**config.mk**
```make
export PLATFORM = sky130hd
export DESIGN_NAME = sprite_palette_translator_core
export DESIGN_NICKNAME = d
export VERILOG_FILES = /design/src/hdl/spt_pkg.sv /design/src/hdl/spt_ctrl.sv /design/src/hdl/spt_dpath.sv /design/src/hdl/sprite_palette_translator_core.sv
export SDC_FILE = /design/constraint.sdc
export NUM_CORES = 2
export LEC_CHECK = 0
export BUFFER_PORTS_ARGS = -buffer_cell sky130_fd_sc_hd__buf_2
export CORE_MARGIN = 3
export CORE_UTILIZATION = 45
export CTS_BUF_LIST = sky130_fd_sc_hd__clkbuf_8
export CTS_CLUSTER_SIZE = 12
export DETAILED_ROUTE_END_ITERATION = 6
export GPL_ROUTABILITY_DRIVEN = 0
export PLACE_DENSITY_LB_ADDON = 0.05
export REMOVE_ABC_BUFFERS = 1
export SKIP_LAST_GASP = 1
export SLEW_MARGIN = 10
export SYNTH_ARGS = -nofsm -noshare
export SYNTH_HDL_FRONTEND = slang
export SYNTH_SLANG_ARGS = --single-unit
```
**constraint.sdc**
```tcl
create_clock -name clk -period 5.7 [get_ports clk]
set_input_delay 1.14 -clock clk [delete_from_list [all_inputs] [get_ports clk]]
set_output_delay 1.14 -clock clk [all_outputs]
set_load 0.005 [all_outputs]
```
**src/hdl/spt_pkg.sv**
```systemverilog
// Shared types, constants and colour conversion for the sprite palette translator.
// No dependencies; every other file refers to it by scoped names.
package spt_pkg;

  // Item kinds arriving on the request channel (code 3 is unused)
  typedef enum logic [1:0] {
    CMD_FRAME   = 2'd0,
    CMD_PALETTE = 2'd1,
    CMD_OBJECT  = 2'd2
  } cmd_t;

  // Result kinds on the output channel
  localparam logic KIND_ATTR  = 1'b0;
  localparam logic KIND_COLOR = 1'b1;

  localparam logic [3:0] MAX_SLOTS   = 4'd15;
  localparam logic [7:0] HIDDEN_TILE = 8'd48;
  localparam logic [7:0] Y_LIMIT     = 8'd224;
  localparam logic [7:0] X_SHIFT     = 8'd8;
  localparam logic [7:0] Y_SHIFT     = 8'd16;
  localparam logic [8:0] SX_OFFSET   = 9'd24;
  localparam logic [7:0] SY_OFFSET   = 8'd8;

  localparam int IN_W  = 56;
  localparam int OUT_W = 88;

  typedef enum logic [1:0] {
    ST_IDLE,
    ST_LOOK,
    ST_COLOR,
    ST_ATTR
  } state_t;

  // Controller to datapath
  typedef struct packed {
    logic       accept;      // request taken this cycle
    logic       assign_slot; // hand out the next slot to the current palette
    logic       rd_en;       // read one palette byte
    logic [1:0] color_num;   // colour entry being read or emitted
    logic       load_color;  // load a colour result into the output register
    logic       load_attr;   // load the attribute result into the output register
  } ctrl_cmd_t;

  // Datapath to controller
  typedef struct packed {
    logic hidden;
    logic mapped;
    logic slots_full;
    logic out_free;
  } dp_status_t;

  // 8-bit RGB (3:3:2) to 15-bit BGR
  function automatic logic [14:0] to_bgr15(input logic [7:0] v);
    logic [4:0] r;
    logic [4:0] g;
    logic [4:0] b;
    r = {v[2:0], v[2:1]};
    g = {v[5:3], v[5:4]};
    b = {v[7:6], 3'b000} | {1'b0, v[7:6], 2'b00} | {4'b0000, v[7]};
    return {b, g, r};
  endfunction

endpackage

```
**src/hdl/spt_ctrl.sv**
```systemverilog
// Sequencing state machine for the sprite palette translator.
// Depends on spt_pkg; drives the datapath through ctrl_cmd_t.
module spt_ctrl (
  input  logic                   clk,
  input  logic                   rst,
  input  logic                   s_tvalid,
  input  logic [1:0]             in_cmd,
  output logic                   s_tready,
  input  spt_pkg::dp_status_t    status,
  output spt_pkg::ctrl_cmd_t     cmd
);

  spt_pkg::state_t state;
  spt_pkg::state_t state_next;
  logic [1:0]      count;
  logic [1:0]      count_next;

  // State and colour counter
  always_ff @(posedge clk) begin
    if (rst) begin
      state <= spt_pkg::ST_IDLE;
      count <= 2'd0;
    end else begin
      state <= state_next;
      count <= count_next;
    end
  end

  // Next state and commands
  always_comb begin
    state_next      = state;
    count_next      = count;
    s_tready        = 1'b0;
    cmd.accept      = 1'b0;
    cmd.assign_slot = 1'b0;
    cmd.rd_en       = 1'b0;
    cmd.color_num   = count;
    cmd.load_color  = 1'b0;
    cmd.load_attr   = 1'b0;
    case (state)
      spt_pkg::ST_IDLE: begin
        s_tready   = 1'b1;
        cmd.accept = s_tvalid;
        if (s_tvalid && in_cmd == spt_pkg::CMD_OBJECT) begin
          state_next = spt_pkg::ST_LOOK;
        end
      end
      spt_pkg::ST_LOOK: begin
        // new visible palette with a free slot: claim it and fetch colour 0
        if (!status.hidden && !status.mapped && !status.slots_full) begin
          cmd.assign_slot = 1'b1;
          cmd.rd_en       = 1'b1;
          cmd.color_num   = 2'd0;
          count_next      = 2'd0;
          state_next      = spt_pkg::ST_COLOR;
        end else begin
          state_next = spt_pkg::ST_ATTR;
        end
      end
      spt_pkg::ST_COLOR: begin
        if (status.out_free) begin
          cmd.load_color = 1'b1;
          if (count == 2'd3) begin
            state_next = spt_pkg::ST_ATTR;
          end else begin
            cmd.rd_en     = 1'b1;
            cmd.color_num = count + 2'd1;
            count_next    = count + 2'd1;
          end
        end
      end
      spt_pkg::ST_ATTR: begin
        if (status.out_free) begin
          cmd.load_attr = 1'b1;
          state_next    = spt_pkg::ST_IDLE;
        end
      end
      default: begin
        state_next = spt_pkg::ST_IDLE;
      end
    endcase
  end

endmodule

```
**src/hdl/spt_dpath.sv**
```systemverilog
// Datapath: palette byte memory, palette-to-slot map, object decode, output register.
// Depends on spt_pkg; controlled by spt_ctrl.
module spt_dpath (
  input  logic                        clk,
  input  logic                        rst,
  input  logic [1:0]                  in_cmd,
  input  logic [spt_pkg::IN_W-1:0]    in_data,
  input  spt_pkg::ctrl_cmd_t          cmd,
  output spt_pkg::dp_status_t         status,
  input  logic                        m_tready,
  output logic                        m_tvalid,
  output logic [spt_pkg::OUT_W-1:0]   m_tdata,
  output logic                        m_tuser,
  output logic                        m_tlast
);

  logic [7:0]  pal_mem [128];
  logic [7:0]  rd_data;
  logic [1:0]  rd_num;
  logic [3:0]  slot_map [32];
  logic [3:0]  slots_used;
  logic [5:0]  obj_idx;
  logic [31:0] obj_word;

  logic [4:0]  pal;
  logic [7:0]  tile;
  logic [7:0]  xp;
  logic [7:0]  yp;
  logic [8:0]  sx;
  logic [7:0]  sy;
  logic [3:0]  map_entry;
  logic [4:0]  slot;
  logic [16:0] attr_a;
  logic [28:0] attr_b;
  logic        hidden;

  // Palette byte memory: write on request, registered read with its colour entry
  always_ff @(posedge clk) begin
    if (cmd.accept && in_cmd == spt_pkg::CMD_PALETTE) begin
      pal_mem[in_data[44:38]] <= in_data[52:45];
    end
    if (cmd.rd_en) begin
      rd_data <= pal_mem[{pal, cmd.color_num}];
      rd_num  <= cmd.color_num;
    end
  end

  // Hold the object under translation
  always_ff @(posedge clk) begin
    if (cmd.accept && in_cmd == spt_pkg::CMD_OBJECT) begin
      obj_idx  <= in_data[5:0];
      obj_word <= in_data[37:6];
    end
  end

  // Slot map and count: clear on reset or frame start, fill on assignment
  always_ff @(posedge clk) begin
    if (rst || (cmd.accept && in_cmd == spt_pkg::CMD_FRAME)) begin
      for (int i = 0; i < 32; i++) begin
        slot_map[i] <= 4'd0;
      end
      slots_used <= 4'd0;
    end else if (cmd.assign_slot) begin
      slot_map[pal] <= slots_used + 4'd1;
      slots_used    <= slots_used + 4'd1;
    end
  end

  // Decode the object word
  always_comb begin
    pal       = obj_word[28:24];
    tile      = obj_word[23:16];
    xp        = obj_word[15:8] + spt_pkg::X_SHIFT;
    yp        = ~obj_word[7:0] - spt_pkg::Y_SHIFT;
    sx        = {1'b0, xp} + spt_pkg::SX_OFFSET;
    sy        = yp + spt_pkg::SY_OFFSET;
    hidden    = (tile == spt_pkg::HIDDEN_TILE) || (yp >= spt_pkg::Y_LIMIT);
    map_entry = slot_map[pal];
    // unmapped palette past the slot limit keeps its raw number
    slot      = (map_entry != 4'd0) ? {1'b0, map_entry} : pal;
    attr_a    = {slot, 1'b1, 3'b000, obj_idx, 2'b00};
    attr_b    = {1'b1, obj_word[30], obj_word[31], 6'd0, sy, 3'b000, sx};
  end

  assign status.hidden     = hidden;
  assign status.mapped     = (map_entry != 4'd0);
  assign status.slots_full = (slots_used >= spt_pkg::MAX_SLOTS);
  assign status.out_free   = !m_tvalid || m_tready;

  // Output valid flag
  always_ff @(posedge clk) begin
    if (rst) begin
      m_tvalid <= 1'b0;
    end else if (cmd.load_color || cmd.load_attr) begin
      m_tvalid <= 1'b1;
    end else if (m_tready) begin
      m_tvalid <= 1'b0;
    end
  end

  // Output payload
  always_ff @(posedge clk) begin
    if (cmd.load_color) begin
      m_tuser <= spt_pkg::KIND_COLOR;
      m_tlast <= 1'b0;
      m_tdata <= {6'd0, spt_pkg::to_bgr15(rd_data), rd_num, map_entry,
                  29'd0, 17'd0, 8'd0, 1'b0, obj_idx};
    end else if (cmd.load_attr) begin
      m_tuser <= spt_pkg::KIND_ATTR;
      m_tlast <= 1'b1;
      if (hidden) begin
        m_tdata <= {6'd0, 15'd0, 2'd0, 4'd0, 29'd0, 17'd0, tile, 1'b0, obj_idx};
      end else begin
        m_tdata <= {6'd0, 15'd0, 2'd0, 4'd0, attr_b, attr_a, tile, 1'b1, obj_idx};
      end
    end
  end

endmodule

```
**src/hdl/sprite_palette_translator_core.sv**
```systemverilog
// Top level of the sprite palette translator: controller plus datapath.
// Depends on spt_pkg, spt_ctrl and spt_dpath.
//
// Request channel s_*: s_tuser carries the item kind (frame start, palette byte
// write, object word); s_tdata carries the object index, object word, palette
// address and palette byte. Result channel m_*: m_tuser is the result kind
// (attributes or palette colour), m_tlast marks the final result of a request.
// Frame starts and palette writes give no result.
// An object is accepted, then its palette slot is looked up, then its results
// follow one after another: one attribute result, preceded by four colour
// results when it claims a new slot. The single palette-memory read port and
// the single output register keep the results to one at a time.
// The request side is ready only while no object is in progress.
// When the receiver stalls, the current result is held in the output
// register and the sequence pauses until it is taken.
// Reset clears the slot map, the slot count and the output valid flag;
// palette bytes are undefined until written.
module sprite_palette_translator_core (
  input  logic        clk,
  input  logic        rst,
  input  logic        s_tvalid,
  output logic        s_tready,
  input  logic [55:0] s_tdata,  // object_index[5:0], object_word[37:6],
                                // palette_address[44:38], palette_byte[52:45]
  input  logic [1:0]  s_tuser,  // command[1:0]
  output logic        m_tvalid,
  input  logic        m_tready,
  output logic [87:0] m_tdata,  // slot_index[5:0], shown[6], tile_number[14:7],
                                // attr_a[31:15], attr_b[60:32], palette_slot[64:61],
                                // color_number[66:65], color[81:67]
  output logic        m_tuser,  // kind[0]
  output logic        m_tlast   // last
);

  spt_pkg::ctrl_cmd_t  cmd;
  spt_pkg::dp_status_t status;

  spt_ctrl u_ctrl (
    .clk      (clk),
    .rst      (rst),
    .s_tvalid (s_tvalid),
    .in_cmd   (s_tuser),
    .s_tready (s_tready),
    .status   (status),
    .cmd      (cmd)
  );

  spt_dpath u_dpath (
    .clk      (clk),
    .rst      (rst),
    .in_cmd   (s_tuser),
    .in_data  (s_tdata),
    .cmd      (cmd),
    .status   (status),
    .m_tready (m_tready),
    .m_tvalid (m_tvalid),
    .m_tdata  (m_tdata),
    .m_tuser  (m_tuser),
    .m_tlast  (m_tlast)
  );

  // Colour results never close a request
  a_color_not_last: assert property (@(posedge clk) disable iff (rst)
    m_tvalid && m_tuser == spt_pkg::KIND_COLOR |-> !m_tlast)
    else $error("colour result marked last");

  // Hidden object carries no attributes
  a_hidden_zero: assert property (@(posedge clk) disable iff (rst)
    m_tvalid && m_tuser == spt_pkg::KIND_ATTR && !m_tdata[6] |-> m_tdata[60:15] == 46'd0)
    else $error("hidden object with non-zero attributes");

  // An accepted object blocks further requests
  a_obj_busy: assert property (@(posedge clk) disable iff (rst)
    s_tvalid && s_tready && s_tuser == spt_pkg::CMD_OBJECT |=> !s_tready)
    else $error("request accepted while object in progress");

  // A result is loaded only when the output register is free
  a_no_overwrite: assert property (@(posedge clk) disable iff (rst)
    (cmd.load_color || cmd.load_attr) |-> status.out_free)
    else $error("output register overwritten");

endmodule

```
; After elaboration in Yosys (flattened, before gate mapping)
; Memory sizes are Yosys's and may differ from the RTL's. A register that Yosys moved wholly into a read port is not among the register bits.
; Cells that the tools add are included.
[op_classes]
n_addsub = 6
n_lt_le_gt_ge = 2
eq_ne = 13
muxes = 37
bitwise_logic = 3
n_reduce_logical = 23
[op_table]
columns = op, count
row1 = $mux 82, 2
row2 = $mux 61, 1
row3 = $mux 1, 17
row4 = $add 8x4->8 const B, 2
row5 = $mux 5, 3
row6 = $mux 2, 7
row7 = $mux 4, 3
row8 = $add 8x5->9 const B, 1
row9 = $eq 2x2->1 const B, 4
row10 = $eq 8x6->1 const B, 1
row11 = $ge 8x8->1 const B, 1
row12 = $not 8->8, 1
row13 = $pmux 2 s4, 1
row14 = $reduce_and 4->1, 2
row15 = $sub 8x5->8 const B, 1
row16 = $logic_and 1x1->1, 6
row17 = $ne 2x1->1 const B, 3
row18 = $ne 2x2->1 const B, 3
row19 = $pmux 3 s2, 1
row20 = $reduce_bool 2->1, 3
row21 = $or 5x1->5, 1
row22 = $or 5x4->5, 1
row23 = $add 4x1->4 const B, 1
row24 = $eq 2x1->1 const B, 2
row25 = 9 further kinds, 16
[word_totals]
regBits = 133
mem_bits_rw = 1152
out_inout_bits = 92
memories = 2
[mem_list]
columns = name, words, word_bits, read_ports, rd_clocked_by_memory_dff, wr, line_no
row1 = u_dpath.pal_mem, 128, 8, 1, 1, 1, spt_dpath.sv:17  ; logic [7:0] pal_mem [128];
row2 = u_dpath.slot_map, 32, 4, 1, 1, 32, spt_dpath.sv:20  ; logic [3:0] slot_map [32];

; Longest topological paths before layout
[depth]
ltp_word = 14
depth_mapped = 18
mapped_depth_nobuf = 13

; Cells and area by module
; From an unflattened synthesis, not the netlist that was laid out.
[hier_totals]
cells_unflattened = 2532
area_unflattened_um2 = 50289.5
[modules_own_cells]
columns = mod, instances, cells_each, area_per_inst_um2
row1 = spt_dpath, 1, 2483, 49879.1
row2 = spt_ctrl, 1, 49, 410.4

; Least setup slack after synthesis
; OpenSTA, ideal clock, no wires.
[synth_path]
path_type = register -> register
start = register with a tool-made name
end = register u_dpath.rd_data[2], read port of u_dpath.pal_mem (data pin)
setup_ps = 272
arrival_time_ps = 4314
required_ps = 5428
slack_ps = 1115
stages_incl_launch_ff = 17
path_buffers = 6
cell_sequence = dfxtp_1 > buf_2 > buf_6 > mux4_2 > mux4_2 > mux2i_1 > nand4_2 > o21ai_1 > buf_4 > buf_4 > buf_2 > buf_2 > mux2i_1 > o22ai_1 > nor4_1 > a21oi_1 > or4_1
[synth_lines]
columns = element, line_no
row1 = to (decl), spt_dpath.sv:18  ; logic [7:0] rd_data;

==> flow_metrics.env <==
export IMPL_avgViaCountPerCell=5.859
export IMPL_finalCriticalPeriod_ns=5.554
export IMPL_ys_types=72
export IMPL_die_w_um=343.4
export IMPL_grt_overflow=0
export IMPL_clockPowerShare=0.367
export IMPL_slew_violations=0
export IMPL_worst_ep_arrival_time_ns=6.15
export IMPL_fillers=9443
export IMPL_final_util=0.5137
export IMPL_crit_top_cell="buf_4"
export IMPL_port_buffers=128
export IMPL_yosysTopAreaCellShare=0.7153
export IMPL_peakVddDrop_mv=0.2576
export IMPL_p_sw_mw=5.058
export IMPL_critical_path_cell_chain="buf_12, mux4_2, mux4_2, mux2i_1, buf_4, nand4_4, o21ai_4, buf_12, inv_2, buf_4, nand2_1, a21oi_1, nor4_1, buf_4, a21oi_1, or4_1"
export IMPL_initial_utilization=0.4546
export IMPL_grt_setup_unrepaired="false"
export IMPL_grt_pass1_wl_um=207500
export IMPL_drc=0
export IMPL_fin_tns_setup_ns=0
export IMPL_leakagePower_nw=19.22
export IMPL_area_growth_pct=12.99
export IMPL_use_met1=0.3415
export IMPL_cts_tree="done"
export IMPL_clock_sinks=1275
export IMPL_synth_avg_cell_area_um2=16.34
export IMPL_syn_instance_count=3134
export IMPL_io_pins=154
export IMPL_slew_headroom=0.2079
export IMPL_grt_busiest_layer="met2"
export IMPL_power_internal_mw=15.00
export IMPL_cts_hold_buf=0
export IMPL_grt_total_usage=0.2438
export IMPL_cts_root_buf="clkbuf_8"
export IMPL_multi_input_area_um2=12500
export IMPL_hold_viol_final=0
export IMPL_critPathTopFamily="buffers and inverters"
export IMPL_hp_class="input port to register"
export IMPL_power_density_nw_per_um2=346.7
export IMPL_criticalPathCategory="register to register"
export IMPL_yosys_cell_count_top_type="edfxtp_1"
export IMPL_hpwl_um=94940
export IMPL_worstPathMaxFanout=59
export IMPL_via_count=29786
export IMPL_synth_commonest_cells="edfxtp_1, nor2_1, nand2_1"
export IMPL_synth_ff_type="edfxtp_1"
export IMPL_tightest_slew_ns=1.188
export IMPL_startpoint_type="register"
export IMPL_finalNetCount=3493
export IMPL_worstSetupEndpointType="register"
export IMPL_insertion_delay_ns=0.88
export IMPL_die_y_um=343.4
export IMPL_yosysSeqAreaShare=0.7368
export IMPL_ys_ff_latch=1275
export IMPL_crit_required_ns=6.30
export IMPL_p_seq_frac=0.532
export IMPL_design_die_area_um2=117900
export IMPL_routedWlPerCell_um=28.46
export IMPL_cpPeakStageDelay_ns=0.58
export IMPL_grt_met2_usage=0.3903
export IMPL_htreeDepth=4
export IMPL_p_sw_frac=0.2521
export IMPL_worst_path_buf_inv=6
export IMPL_cap_violations=0
export IMPL_numCtsBuffers=210
export IMPL_core_area_um2=112700
export IMPL_skew_ns=0.04277
export IMPL_drtPass1Iterations=5
export IMPL_synth_area_um2=51220
export IMPL_clk_pin_slew_ns=0.07
export IMPL_grt_antenna_before_repair=10
export IMPL_max_freq_mhz=180.1
export IMPL_yosys_top_cells_area="edfxtp_1, mux4_2, mux2i_1"
export IMPL_synthArstFlopShare=0
export IMPL_drtIter0Drc=3121
export IMPL_yosysWarnings=0
export IMPL_ant_nets=0
export IMPL_gr_usage_met3=0.05136
export IMPL_status="finished, final reports clean"
export IMPL_critPathSlowestCell="or4_1"
export IMPL_row_count=123
export IMPL_grt_start_max_net_pins=84
export IMPL_clockBufferDepth=3
export IMPL_synth_edff_count=1220
export IMPL_post_route_period_util=0.9743
export IMPL_p_comb_frac=0.101
export IMPL_netlist_top_cell_by_area="edfxtp_1"
export IMPL_drive_gt1_frac=0.2065
export IMPL_seqCellArea_um2=37740
export IMPL_first_global_vias=29718
export IMPL_wirelength_um=144700
export IMPL_setup_viol_count_final=0
per-stage QoR:
step	worst slack, ns	total power, mW	hold slack [ns]	instance area (um2)	cells
floorplan	-21.64	12.13	0.4358	50280	2945
global placement	0.1070	12.85	0.4363	54020	4706
detailed placement	0.07704	12.90	0.4443	54020	4706
CTS	0.05267	20.24	0.3543	57820	5077
global route	0.005646	20.79	0.3873	57850	5079
finish	0.1465	20.06	0.4383	57870	5084
cells in the final DEF (no fill, tap or decap), types with 21 or more instances in the layout:
| cell type | netlist | routed |
|---|---|---|
| buf_2 | 38 | 120 |
| dfxtp_1 | 55 | 54 |
| conb_1 | 1 | 21 |
| a22o_1 | 22 | 22 |
| a21boi_0 | 39 | 39 |
| o2111ai_1 | 53 | 53 |
| a22oi_1 | 49 | 49 |
| clkinv_1 | 1 | 50 |
| a21oi_1 | 54 | 54 |
| buf_4 | 35 | 130 |
| nand3_1 | 27 | 24 |
| nand2_1 | 286 | 284 |
| o21ai_0 | 51 | 51 |
| mux2i_1 | 138 | 138 |
| inv_1 | 27 | 96 |
| nor4_1 | 27 | 25 |
| clkbuf_8 | 0 | 227 |
| edfxtp_1 | 1220 | 1220 |
| o211ai_1 | 84 | 84 |
| nor2_1 | 293 | 292 |
| mux4_2 | 148 | 148 |
| nand4_1 | 22 | 22 |
| mux2_2 | 52 | 52 |
| o22ai_1 | 37 | 37 |
| nor3_1 | 55 | 55 |
| and3_1 | 23 | 23 |
per-layer routing:
metal  part of all wire  vias to the layer above  wire length (um)
li1                   -                    12938                 -
met3              0.081                      244             11730
met1               0.42                    15298             61050
met5            0.00030                        -                43
met2               0.47                     1300             68550
met4              0.023                        6              3307
registers in the layout, indices dropped and copies added (netlist names), named ones only:
name and cells:
u_ctrl.count 2, u_dpath.obj_idx 6, u_dpath.m_tuser 1, u_dpath.slot_map 128, u_dpath.rd_num 2, u_dpath.slots_used 4
u_dpath.m_tvalid 1, u_ctrl.state 2, u_dpath.pal_mem 1024, u_dpath.m_tdata 60, u_dpath.m_tlast 1, u_dpath.rd_data 8
u_dpath.obj_word 31
area by class of cell:
| class | count | share of cell area |
|---|---|---|
| Sequential cell | 1275 | 0.6521 |
| Antenna cell | 6 | 0.0002595 |
| Inverter | 30 | 0.002076 |
| Clock inverter | 144 | 0.01183 |
| Multi-Input combinational cell | 1640 | 0.2160 |
| Tap cell | 1500 | 0.03243 |
| Clock buffer | 227 | 0.05399 |
| Timing Repair Buffer | 262 | 0.03131 |
repair_timing:
| item | 4_1_cts | 5_1_grt |
|---|---|---|
| buffers inserted | 0 | 0 |
| gates resized for setup | 0 | 2 |
| endpoints found under the setup margin | 0 | 2 |
power groups by stage:
stage	clock network (mW)	registers [mW]	logic (mW)
final	7.37	10.7	2.02
after global routing	7.93	10.7	2.17
after floorplan	0	10.9	1.27
after detailed placement	0	10.9	2.03
after global placement	0	10.9	1.99
after CTS	7.53	10.7	2.04
cell families (layout without fill, tap and decap cells):
family                   Yosys count  count (layout)  synth area share
buffers and inverters            239             663           0.02189
adder cells (fa/ha/maj)           12              12          0.002932
AO/OA/AOI/OAI                    458             458           0.06406
flip-flops                      1275            1275            0.7368
XOR/XNOR                          15              15          0.002565
other                              1              27        0.00007322
AND/OR/NAND/NOR                  792             792           0.06730
multiplexers                     342             342            0.1044
final timing paths:
check,start,endpoint,slack [ns],depth (start not counted)
worst min register to register,u_dpath.m_tuser,u_dpath.m_tuser,0.45,2
worst max register to register,register,u_dpath.rd_data[0],0.15,16
worst min-delay path,s_tdata[8],u_dpath.obj_word[2],0.44,1
worst max-delay path,register,u_dpath.rd_data[0],0.15,16
No activity file was read; power rests on OpenSTA's default activity.
